===== src/rtl/nmb_ram.sv =====
// ---------------------------------------------------------------------------
// Generic RAM
// One write port and one read port with registered read data.
// ---------------------------------------------------------------------------
module nmb_ram #(
   parameter int WIDTH = 8,
   parameter int DEPTH = 2
) (
   input  logic                     clock,
   input  logic                     wr_en,
   input  logic [$clog2(DEPTH)-1:0] wr_addr,
   input  logic [WIDTH-1:0]         wr_data,
   input  logic                     rd_en,
   input  logic [$clog2(DEPTH)-1:0] rd_addr,
   output logic [WIDTH-1:0]         rd_data
);

   logic [WIDTH-1:0] mem_ff [DEPTH];
   logic [WIDTH-1:0] rd_data_ff;

   // Write, then register the read word
   always_ff @(posedge clock) begin
      if (wr_en) begin
         mem_ff[wr_addr] <= wr_data;
      end
      if (rd_en) begin
         rd_data_ff <= mem_ff[rd_addr];
      end
   end

   assign rd_data = rd_data_ff;

endmodule


===== config.mk =====
export PLATFORM = sky130hd
export DESIGN_NAME = nmb_ram
export DESIGN_NICKNAME = d
export VERILOG_FILES = /design/src/rtl/nmb_ram.sv
export SDC_FILE = /design/constraint.sdc
export NUM_CORES = 1
export LEC_CHECK = 0
export ABC_AREA = 1
export BUFFER_PORTS_ARGS = -buffer_cell sky130_fd_sc_hd__clkbuf_2
export CORE_MARGIN = 4
export CORE_UTILIZATION = 53
export DETAILED_ROUTE_END_ITERATION = 8
export GPL_TIMING_DRIVEN = 0
export PLACE_DENSITY_LB_ADDON = 0.05
export SKIP_LAST_GASP = 1
export SLEW_MARGIN = 20
export SYNTH_ARGS = -nofsm -noshare
export SYNTH_HDL_FRONTEND = slang
export SYNTH_SLANG_ARGS = --single-unit
export TNS_END_PERCENT = 1

===== constraint.sdc =====
create_clock -name clock -period 2.3 [get_ports clock]
set_clock_uncertainty 0.1 [all_clocks]
set_input_delay 0.345 -clock clock [delete_from_list [all_inputs] [get_ports clock]]
set_output_delay 0.345 -clock clock [all_outputs]
set_load 0.02 [all_outputs]

==> impl_metrics.csv <==
group,metric,value,unit
outcome,status,"finished clean",
synth,yosysMostFrequentCell,"nand2_1",
power,finalPower,0.0007528,W
power,vdd_drop_max,516.0,uV
synth,synth_commonest_cells,"nand2_1, edfxtp_1, inv_1",
cells_and_area,final_core_util,64.95,%
synth,synth_edf_count,24,
critical_path,critPathMaxFanout,1,
floorplan,die_w,47.83,um
synth,synth_top_cell_area_share,85.71,%
critical_path,crit_chain,"clkbuf_2",
power,p_leak,0.4206,nW
global_routing,grt_max_degree,13,
global_routing,track_usage,11.86,%
floorplan,initial_core_util,55.81,%
critical_path,setup.worst_path.start,"rd_data[7]",
floorplan,fp-row-count,14,
clock_network,cts_inserted_buffers,3,
critical_path,arrival,0.85,ns
critical_path,worst_path_max_delay_cell,"edfxtp_1",
timing,tns,0,ns
placement,place_ws,0.8244,ns
power,p_per_area,769.4,nW/um2
cells_and_area,layout-drive-gt1-share,31.58,%
synth,synth_seq_area_share,85.71,%
power,clockPowerShare,22.7,%
routing,drc,0,
cells_and_area,synthToLayoutAreaGrowth,16.37,%
power,p_int,0.0005977,W
timing,tightest_slew,0.6834,ns
routing,vias_per_cell,4.826,
cells_and_area,n_fill_cell,111,
synth,avgSynthCellArea,15.57,um2
timing,max_slew_margin,54.27,%
clock_network,root_buffer,"clkbuf_4",
global_routing,grt_pass1_wl,1656,um
power,combPwrFrac,8.0,%
clock_network,cts_resized,0,
clock_network,clk_path_buf_depth,2,
run,cap_violations,0,
cells_and_area,diodes,0,
routing,routedWlPerCell,11.67,um
synth,synthesis.nets,67,
timing,slew_viol_final,0,
placement,place_hpwl,759.4,um
floorplan,core_area,1506,um2
global_routing,grt_pass1_vias,388,
clock_network,path_clk_slew,0.12,ns
clock_network,clkLatencyLatePin,0.30,ns
floorplan,dieArea,2288,um2
synth,synthTopCellsByArea,"edfxtp_1, nand2_1, buf_6, inv_1, inv_2",
synth,async_reset_ff_share,0,%
routing,ant_nets,0,
worst_hold_path,hp-class,"in2reg",
synth,synthCells,54,
timing,grt_setup_unrepaired,"no",
critical_path,path_delay_family,"flip-flops",
timing,min_period_over_period,56.39,%
critical_path,critPathBufInv,1,
clock_network,cts_setup_buffers,0,
synth,yosys_warnings,0,
floorplan,die_y,47.83,um
worst_hold_path,min_from,"wr_data[4]",
cells_and_area,nets,91,
floorplan,io_pins,21,
power,switching_share,20.61,%
timing,fmax,771.1,MHz
power,power_frac_seq,69.4,%
timing,layout_setup_ws,1.003,ns
critical_path,r2r_start,"mem_ff[0][7]",
global_routing,antenna_found_initial,0,
synth,synth.distinct_cells,6,
routing,first_pass_iters,2,
routing,totalWireLength,1074,um
critical_path,worstPathRequired,1.86,ns
timing,finalHoldViolations,0,
clock_network,htree_levels,1,
synth,yosys.area.top_type,"edfxtp_1",
routing,dr.first_iter.drc_count,3,
placement,numPortBuffers,19,
placement,gp_congestion,0.6447,
clock_network,cts.sinks,24,
global_routing,grt_overflow,0,
routing,vias,444,
clock_network,cts_tree,"done",
synth,synthFlopType,"edfxtp_1",
critical_path,crit_type,"reg2out",
critical_path,end_kind,"output pin",
synth,synth_area,840.8,um2
critical_path,critPathLaunchType,"register",
synth,ys_seq_elements,24,
clock_network,ctsHoldBuffers,0,
critical_path,slowest_delay,0.39,ns
power,p_switching,0.0001551,W
timing,finalSetupViolations,0,
timing,post-route-min-period,1.297,ns
final cells by class:
| class | instances | area, um2 | share of cell area, % |
|---|---|---|---|
| plain buffers | 1 | 11.26 | 1.151 |
| clock buffers | 3 | 22.52 | 2.302 |
| inverters | 3 | 11.26 | 1.151 |
| multi-input cells | 26 | 97.59 | 9.974 |
| flip-flops and latches | 24 | 720.7 | 73.66 |
| well taps | 16 | 20.02 | 2.046 |
| repair buffers | 19 | 95.09 | 9.719 |
through the flow:
| stage | cells | hold slack, ns | instance area [um2] |
|---|---|---|---|
| 2_1_floorplan | 54 | 0.3439 | 840.8 |
| 3_3_place_gp | 89 | 0.3936 | 955.9 |
| 3_5_place_dp | 89 | 0.3969 | 955.9 |
| 4_1_cts | 92 | 0.1129 | 978.4 |
| 5_1_grt | 92 | 0.1078 | 978.4 |
| 6_report | 92 | 0.1247 | 978.4 |
cells in the final DEF, fill, tap and decap left out:
cell	instances
inv_2	1
nor2_1	1
clkbuf_4	3
inv_1	2
nand2_1	25
edfxtp_1	24
clkbuf_2	19
buf_6	1
path summary, 6_finish.rpt:
kind                            slack (ns)  cells after the start           end
worst min-delay path                  0.12                      1  mem_ff[1][4]
worst min register to register        0.42                      2    rd_data[3]
worst max register to register        1.45                      2    rd_data[7]
worst max-delay path                  1.00                      1    rd_data[7]
power by group through the flow:
stage / logic, W / clock network (W) / registers [W]
after floorplan: 0.0000201 / 0 / 0.000546
after global placement: 0.0000599 / 0 / 0.000532
after detailed placement: 0.0000610 / 0 / 0.000533
after CTS: 0.0000612 / 0.000177 / 0.000522
after global routing: 0.0000682 / 0.000194 / 0.000525
final: 0.0000602 / 0.000171 / 0.000522
cell families (layout without fill, tap and decap cells):
| kind of cell | Yosys count | in the layout | share of synthesized area, % |
|---|---|---|---|
| flip-flops | 24 | 24 | 85.71 |
| buffers and inverters | 4 | 26 | 2.678 |
| AND/OR/NAND/NOR | 26 | 26 | 11.61 |
sequential cells by signal (all words and copies together), names as in the netlist:
| signal | flops |
|---|---|
| mem_ff | 16 |
| rd_data | 8 |
per-layer routing:
layer | GRT usage (%) | share of wire (%) | up-vias
li1 | - | - | 232
met1 | 12.94 | 41 | 188
met2 | 17.15 | 45 | 20
met3 | 6.015 | 11 | 4
met4 | 9.677 | 2.9 | 0
met5 | 0 | 0 | -
No activity file was read; power rests on OpenSTA's default activity.
