## src/rtl/nmb_pkg.sv

```systemverilog
// ---------------------------------------------------------------------------
// Neighbour mean blur package
// Shared widths, register codes, pixel and run types, and the constant divider
// used by the averaging lanes.
// ---------------------------------------------------------------------------
package nmb_pkg;

   // Field widths
   localparam int PIX_W      = 8;
   localparam int FW_W       = 12;
   localparam int FH_W       = 13;
   localparam int ROW_W      = 12;
   localparam int OUT_COL_W  = 11;
   localparam int CSR_IDX_W  = 2;
   localparam int CSR_DATA_W = 13;

   // Frame limits and register reset values
   localparam int MAX_WIDTH_DEF = 2048;
   localparam int MAX_HEIGHT    = 4096;
   localparam int MIN_DIM       = 2;
   localparam logic [FW_W-1:0] FRAME_WIDTH_RST  = 12'd640;
   localparam logic [FH_W-1:0] FRAME_HEIGHT_RST = 13'd480;
   localparam logic            THREE_CHAN_RST   = 1'b1;

   // Register indexes
   typedef enum logic [CSR_IDX_W-1:0] {
      CSR_FRAME_WIDTH   = 2'd0,
      CSR_FRAME_HEIGHT  = 2'd1,
      CSR_THREE_CHANNEL = 2'd2
   } csr_index_type;

   // Lanes: one per output position that a pixel can complete
   localparam int NUM_LANES  = 4;
   localparam int LANE_IDX_W = 2;
   localparam int SUM_W      = PIX_W + 3;

   // Reciprocal constants, exact for sums below 2048
   localparam int RECIP3 = 1366;
   localparam int SHIFT3 = 12;
   localparam int RECIP5 = 1639;
   localparam int SHIFT5 = 13;
   localparam int SHIFT8 = 3;
   localparam int PROD_W = SUM_W + 11;

   // Run queue
   localparam int RUN_DEPTH = 8;
   localparam int RUN_AW    = $clog2(RUN_DEPTH);
   localparam int PTR_W     = RUN_AW + 1;

   typedef struct packed {
      logic [PIX_W-1:0] r;
      logic [PIX_W-1:0] g;
      logic [PIX_W-1:0] b;
   } pixel_type;

   // Which neighbour rows and columns lie inside the frame
   typedef struct packed {
      logic top;
      logic bot;
      logic left;
      logic right;
   } nb_type;

   typedef enum logic [1:0] {
      DIV3,
      DIV5,
      DIV8
   } div_type;

   // All results caused by one pixel
   typedef struct packed {
      logic [ROW_W-1:0]            row;
      logic [OUT_COL_W-1:0]        col;
      logic [NUM_LANES-1:0]        mask;
      pixel_type [NUM_LANES-1:0]   mean;
   } run_type;

   // Truncated mean of a neighbour sum over 3, 5 or 8 cells
   function automatic logic [PIX_W-1:0] div_mean(input logic [SUM_W-1:0] sum,
                                                 input div_type div);
      logic [PROD_W-1:0] prod;
      logic [PROD_W-1:0] quot;
      prod = '0;
      quot = '0;
      case (div)
         DIV3: begin
            prod = PROD_W'(sum) * PROD_W'(RECIP3);
            quot = prod >> SHIFT3;
         end
         DIV5: begin
            prod = PROD_W'(sum) * PROD_W'(RECIP5);
            quot = prod >> SHIFT5;
         end
         default: begin
            quot = PROD_W'(sum) >> SHIFT8;
         end
      endcase
      return quot[PIX_W-1:0];
   endfunction

endpackage

```

## src/rtl/nmb_lane.sv

```systemverilog
// ---------------------------------------------------------------------------
// Neighbour mean lane
// Sums the in-frame neighbours of one 3x3 neighbourhood per channel, registers
// the sums, then divides by 3 or 5 through a reciprocal multiply, or by 8 through a shift.
// ---------------------------------------------------------------------------
module nmb_lane import nmb_pkg::*; (
   input  logic      clock,
   input  pixel_type win [3][3],
   input  nb_type    nb,
   output pixel_type mean
);

   logic [SUM_W-1:0] sum_b_in, sum_g_in, sum_r_in;
   logic [SUM_W-1:0] sum_b_ff, sum_g_ff, sum_r_ff;
   div_type          div_in, div_ff;
   logic             use_cell;

   // Add the neighbours that lie in the frame, centre excluded
   always_comb begin
      sum_b_in = '0;
      sum_g_in = '0;
      sum_r_in = '0;
      use_cell = 1'b0;
      for (int i = 0; i < 3; i++) begin
         for (int j = 0; j < 3; j++) begin
            use_cell = !(i == 1 && j == 1) &&
                       (i != 0 || nb.top) && (i != 2 || nb.bot) &&
                       (j != 0 || nb.left) && (j != 2 || nb.right);
            if (use_cell) begin
               sum_b_in = sum_b_in + SUM_W'(win[i][j].b);
               sum_g_in = sum_g_in + SUM_W'(win[i][j].g);
               sum_r_in = sum_r_in + SUM_W'(win[i][j].r);
            end
         end
      end
      // Full rows and columns of neighbours: 8 inside, 5 on an edge, 3 at a corner
      if (nb.top && nb.bot && nb.left && nb.right) begin
         div_in = DIV8;
      end else if ((nb.top && nb.bot) || (nb.left && nb.right)) begin
         div_in = DIV5;
      end else begin
         div_in = DIV3;
      end
   end

   // Hold sums for the divide stage
   always_ff @(posedge clock) begin
      sum_b_ff <= sum_b_in;
      sum_g_ff <= sum_g_in;
      sum_r_ff <= sum_r_in;
      div_ff   <= div_in;
   end

   // Divide by the neighbour count
   always_comb begin
      mean.b = div_mean(sum_b_ff, div_ff);
      mean.g = div_mean(sum_g_ff, div_ff);
      mean.r = div_mean(sum_r_ff, div_ff);
   end

endmodule

```

## config.mk

```make
export PLATFORM = sky130hd
export DESIGN_NAME = nmb_lane
export DESIGN_NICKNAME = d
export VERILOG_FILES = /design/src/rtl/nmb_pkg.sv /design/src/rtl/nmb_lane.sv
export SDC_FILE = /design/constraint.sdc
export NUM_CORES = 1
export LEC_CHECK = 0
export ABC_AREA = 1
export CORE_MARGIN = 5
export CORE_UTILIZATION = 55
export CTS_BUF_LIST = sky130_fd_sc_hd__clkbuf_16
export DETAILED_ROUTE_END_ITERATION = 8
export DONT_BUFFER_PORTS = 1
export HOLD_SLACK_MARGIN = 0.1
export PLACE_DENSITY = 0.67
export SYNTH_ARGS = -nofsm -noshare
export SYNTH_HDL_FRONTEND = slang
export SYNTH_SLANG_ARGS = --single-unit
```

## constraint.sdc

```tcl
create_clock -name clock -period 17.4 [get_ports clock]
set_input_delay 2.61 -clock clock [delete_from_list [all_inputs] [get_ports clock]]
set_output_delay 2.61 -clock clock [all_outputs]
set_load 0.05 [all_outputs]
```

==> impl_metrics.json <==
{
  "wl_met2_um": 27800,
  "cts-root-buf": "clkbuf_16",
  "drt_iter0_markers": 779,
  "synth_edf_count": 0,
  "io_buffers": 0,
  "drc": 0,
  "yosys.area.top_type_share_pct": 29.4,
  "yosysUniqueCellTypes": 51,
  "arrival_ns": 10.48,
  "syn2layout_area_growth_pct": 3.28,
  "period_share_pct": 59.2,
  "cts_made_buffers": 5,
  "vias_per_cell": 5.37,
  "dp_hpwl_um": 51100,
  "ys.flop_type": "dfxtp_1",
  "yosysWarnings": 0,
  "yosysMostFrequentCell": "nand2_1",
  "synthCells": 3199,
  "cts_sinks": 35,
  "finalCriticalPeriod_ns": 10.31,
  "wl_per_cell_um": 15.4,
  "vias": 19959,
  "syn_area_um2": 22600,
  "dieArea_um2": 45300,
  "drive_above_1_share_pct": 4.66,
  "cts_tree": "yes",
  "overflow": 0,
  "track_usage_pct": 24.9,
  "coreArea_um2": 40700,
  "wl_met1_um": 24600,
  "antenna_found_initial": 12,
  "ys_async_sr_fraction_pct": 0,
  "hold_viol": 0,
  "ctsResizeCount": 0,
  "synth_fp_nets": 4149,
  "fin_area_um2": 23400,
  "whs_ns": 2.52,
  "crit_path_end_kind": "flop",
  "maxSlewHeadroom_pct": 21.6,
  "cp-start-kind": "input pin",
  "ys_top_cells_by_count": "nand2_1 (714), inv_1 (635), ha_1 (531)",
  "path_common_cell": "nand2_1",
  "critPathKind": "in -> reg",
  "tightest_slew_ns": 1.20,
  "wl_met3_um": 3570,
  "hold_path_class": "in -> reg",
  "outcome": "complete, no violations",
  "initial_core_util_pct": 55.6,
  "required_ns": 17.57,
  "ios": 245,
  "synth_area_leader_cell": "ha_1",
  "slowest_delay_ns": 0.37,
  "ant_nets": 0,
  "cap_viol_max_count": 0,
  "clk_pin_slew_worst_paths_ns": 0.05,
  "rows": 74,
  "rsz0062_at_grt": "no",
  "grt_pass1_vias": 19875,
  "highest-signal-layer": "met5",
  "yosysSeqAreaShare_pct": 3.10,
  "grt_pass1_wl_um": 93600,
  "hold_buffers": 0,
  "globalplace.congestion": 0.896,
  "cts_setup_buffers": 0,
  "place_area_um2": 23200,
  "cp_slowest_cell": "ha_1",
  "dieHeight_um": 213,
  "fmax_ghz": 0.0970,
  "die_w_um": 213,
  "synth_seq_cells": 35,
  "drt_first_pass_iters": 5,
  "clockBufferDepth": 2,
  "synthTopCellsByArea": "ha_1 (29%), fa_1 (18%), nand2_1 (12%)",
  "grt_start_max_net_pins": 42,
  "setup_viol": 0,
  "finalMaxSlewViolations": 0,
  "h-tree-depth": 2,
  "fin_nets": 4128,
  "avgSynthCellArea_um2": 7.08,
  "wl_um": 57200,
  "cp_max_fo": 23,
  "setup_tns_ns": 0
}
per-layer routing:
| metal | track usage, % | up-vias |
|---|---|---|
| li1 | - | 10286 |
| met1 | 30.5 | 9186 |
| met2 | 44.7 | 391 |
| met3 | 5.63 | 84 |
| met4 | 5.45 | 12 |
| met5 | 0 | - |
per-stage QoR:
step | setup WS [ns] | utilization [%] | std cells
2_1_floorplan | 7.22 | - | 3199
3_3_place_gp | 7.08 | 57.0 | 3703
3_5_place_dp | 6.85 | 57.0 | 3703
4_1_cts | 7.13 | 57.3 | 3710
5_1_grt | 6.37 | 57.4 | 3713
6_report | 7.09 | 57.4 | 3715
path summary, 6_finish.rpt:
check            to  slack, ns  cells after the start   from
max    sum_r_ff[10]       7.09                     54  nb[1]
min       div_ff[0]       2.52                      2  nb[1]
layout make-up:
cell class / count / area [um^2]
Multi-Input combinational cell: 2476 / 19300
Fill cell: 3897 / 17400
Inverter: 644 / 2420
Sequential cell: 35 / 701
Tap cell: 532 / 666
Clock buffer: 5 / 125
Timing Repair Buffer: 16 / 120
Antenna cell: 5 / 12.5
Clock inverter: 2 / 8.76
cells by family after synthesis:
family | share of synthesized area (%)
and+or+nand+nor | 23.3
adders and majority gates | 46.9
buffers and inverters | 11.5
AOI/OAI and AO/OA | 11.5
xor gates and xnor gates | 3.64
DFF | 3.10
muxes | 0.0442
layout by cell type, fill, tap and decap left out, types with 13 or more instances in the layout:
| cell | instances |
|---|---|
| a21o_1 | 13 |
| a21oi_1 | 210 |
| a31oi_1 | 19 |
| buf_4 | 16 |
| dfxtp_1 | 35 |
| fa_1 | 198 |
| ha_1 | 531 |
| inv_1 | 634 |
| nand2_1 | 714 |
| nand2_2 | 36 |
| nand3_1 | 167 |
| nand3_2 | 20 |
| nand3b_1 | 13 |
| nand4_1 | 29 |
| nor2_1 | 129 |
| nor3_1 | 13 |
| o211ai_1 | 13 |
| o21ai_0 | 123 |
| o21ai_1 | 22 |
| or2_2 | 30 |
| xnor2_1 | 40 |
| xor2_1 | 54 |
worst max-delay path, delay by kind of cell:
kind	cells	cell delay [ns]
buffers and inverters	10	1.05
AND/OR/NAND/NOR	25	2.77
XOR/XNOR	2	0.34
AO/OA/AOI/OAI	10	1.36
adder cells (fa/ha/maj)	7	2.32
state kept, by name, indices dropped and copies added (netlist names):
name and count:
sum_r_ff 11, sum_b_ff 11, div_ff 2, sum_g_ff 11
Power is left out: the tool's default activity adds up to more than one toggle a clock period on the data nets, which glitch-free logic cannot reach.
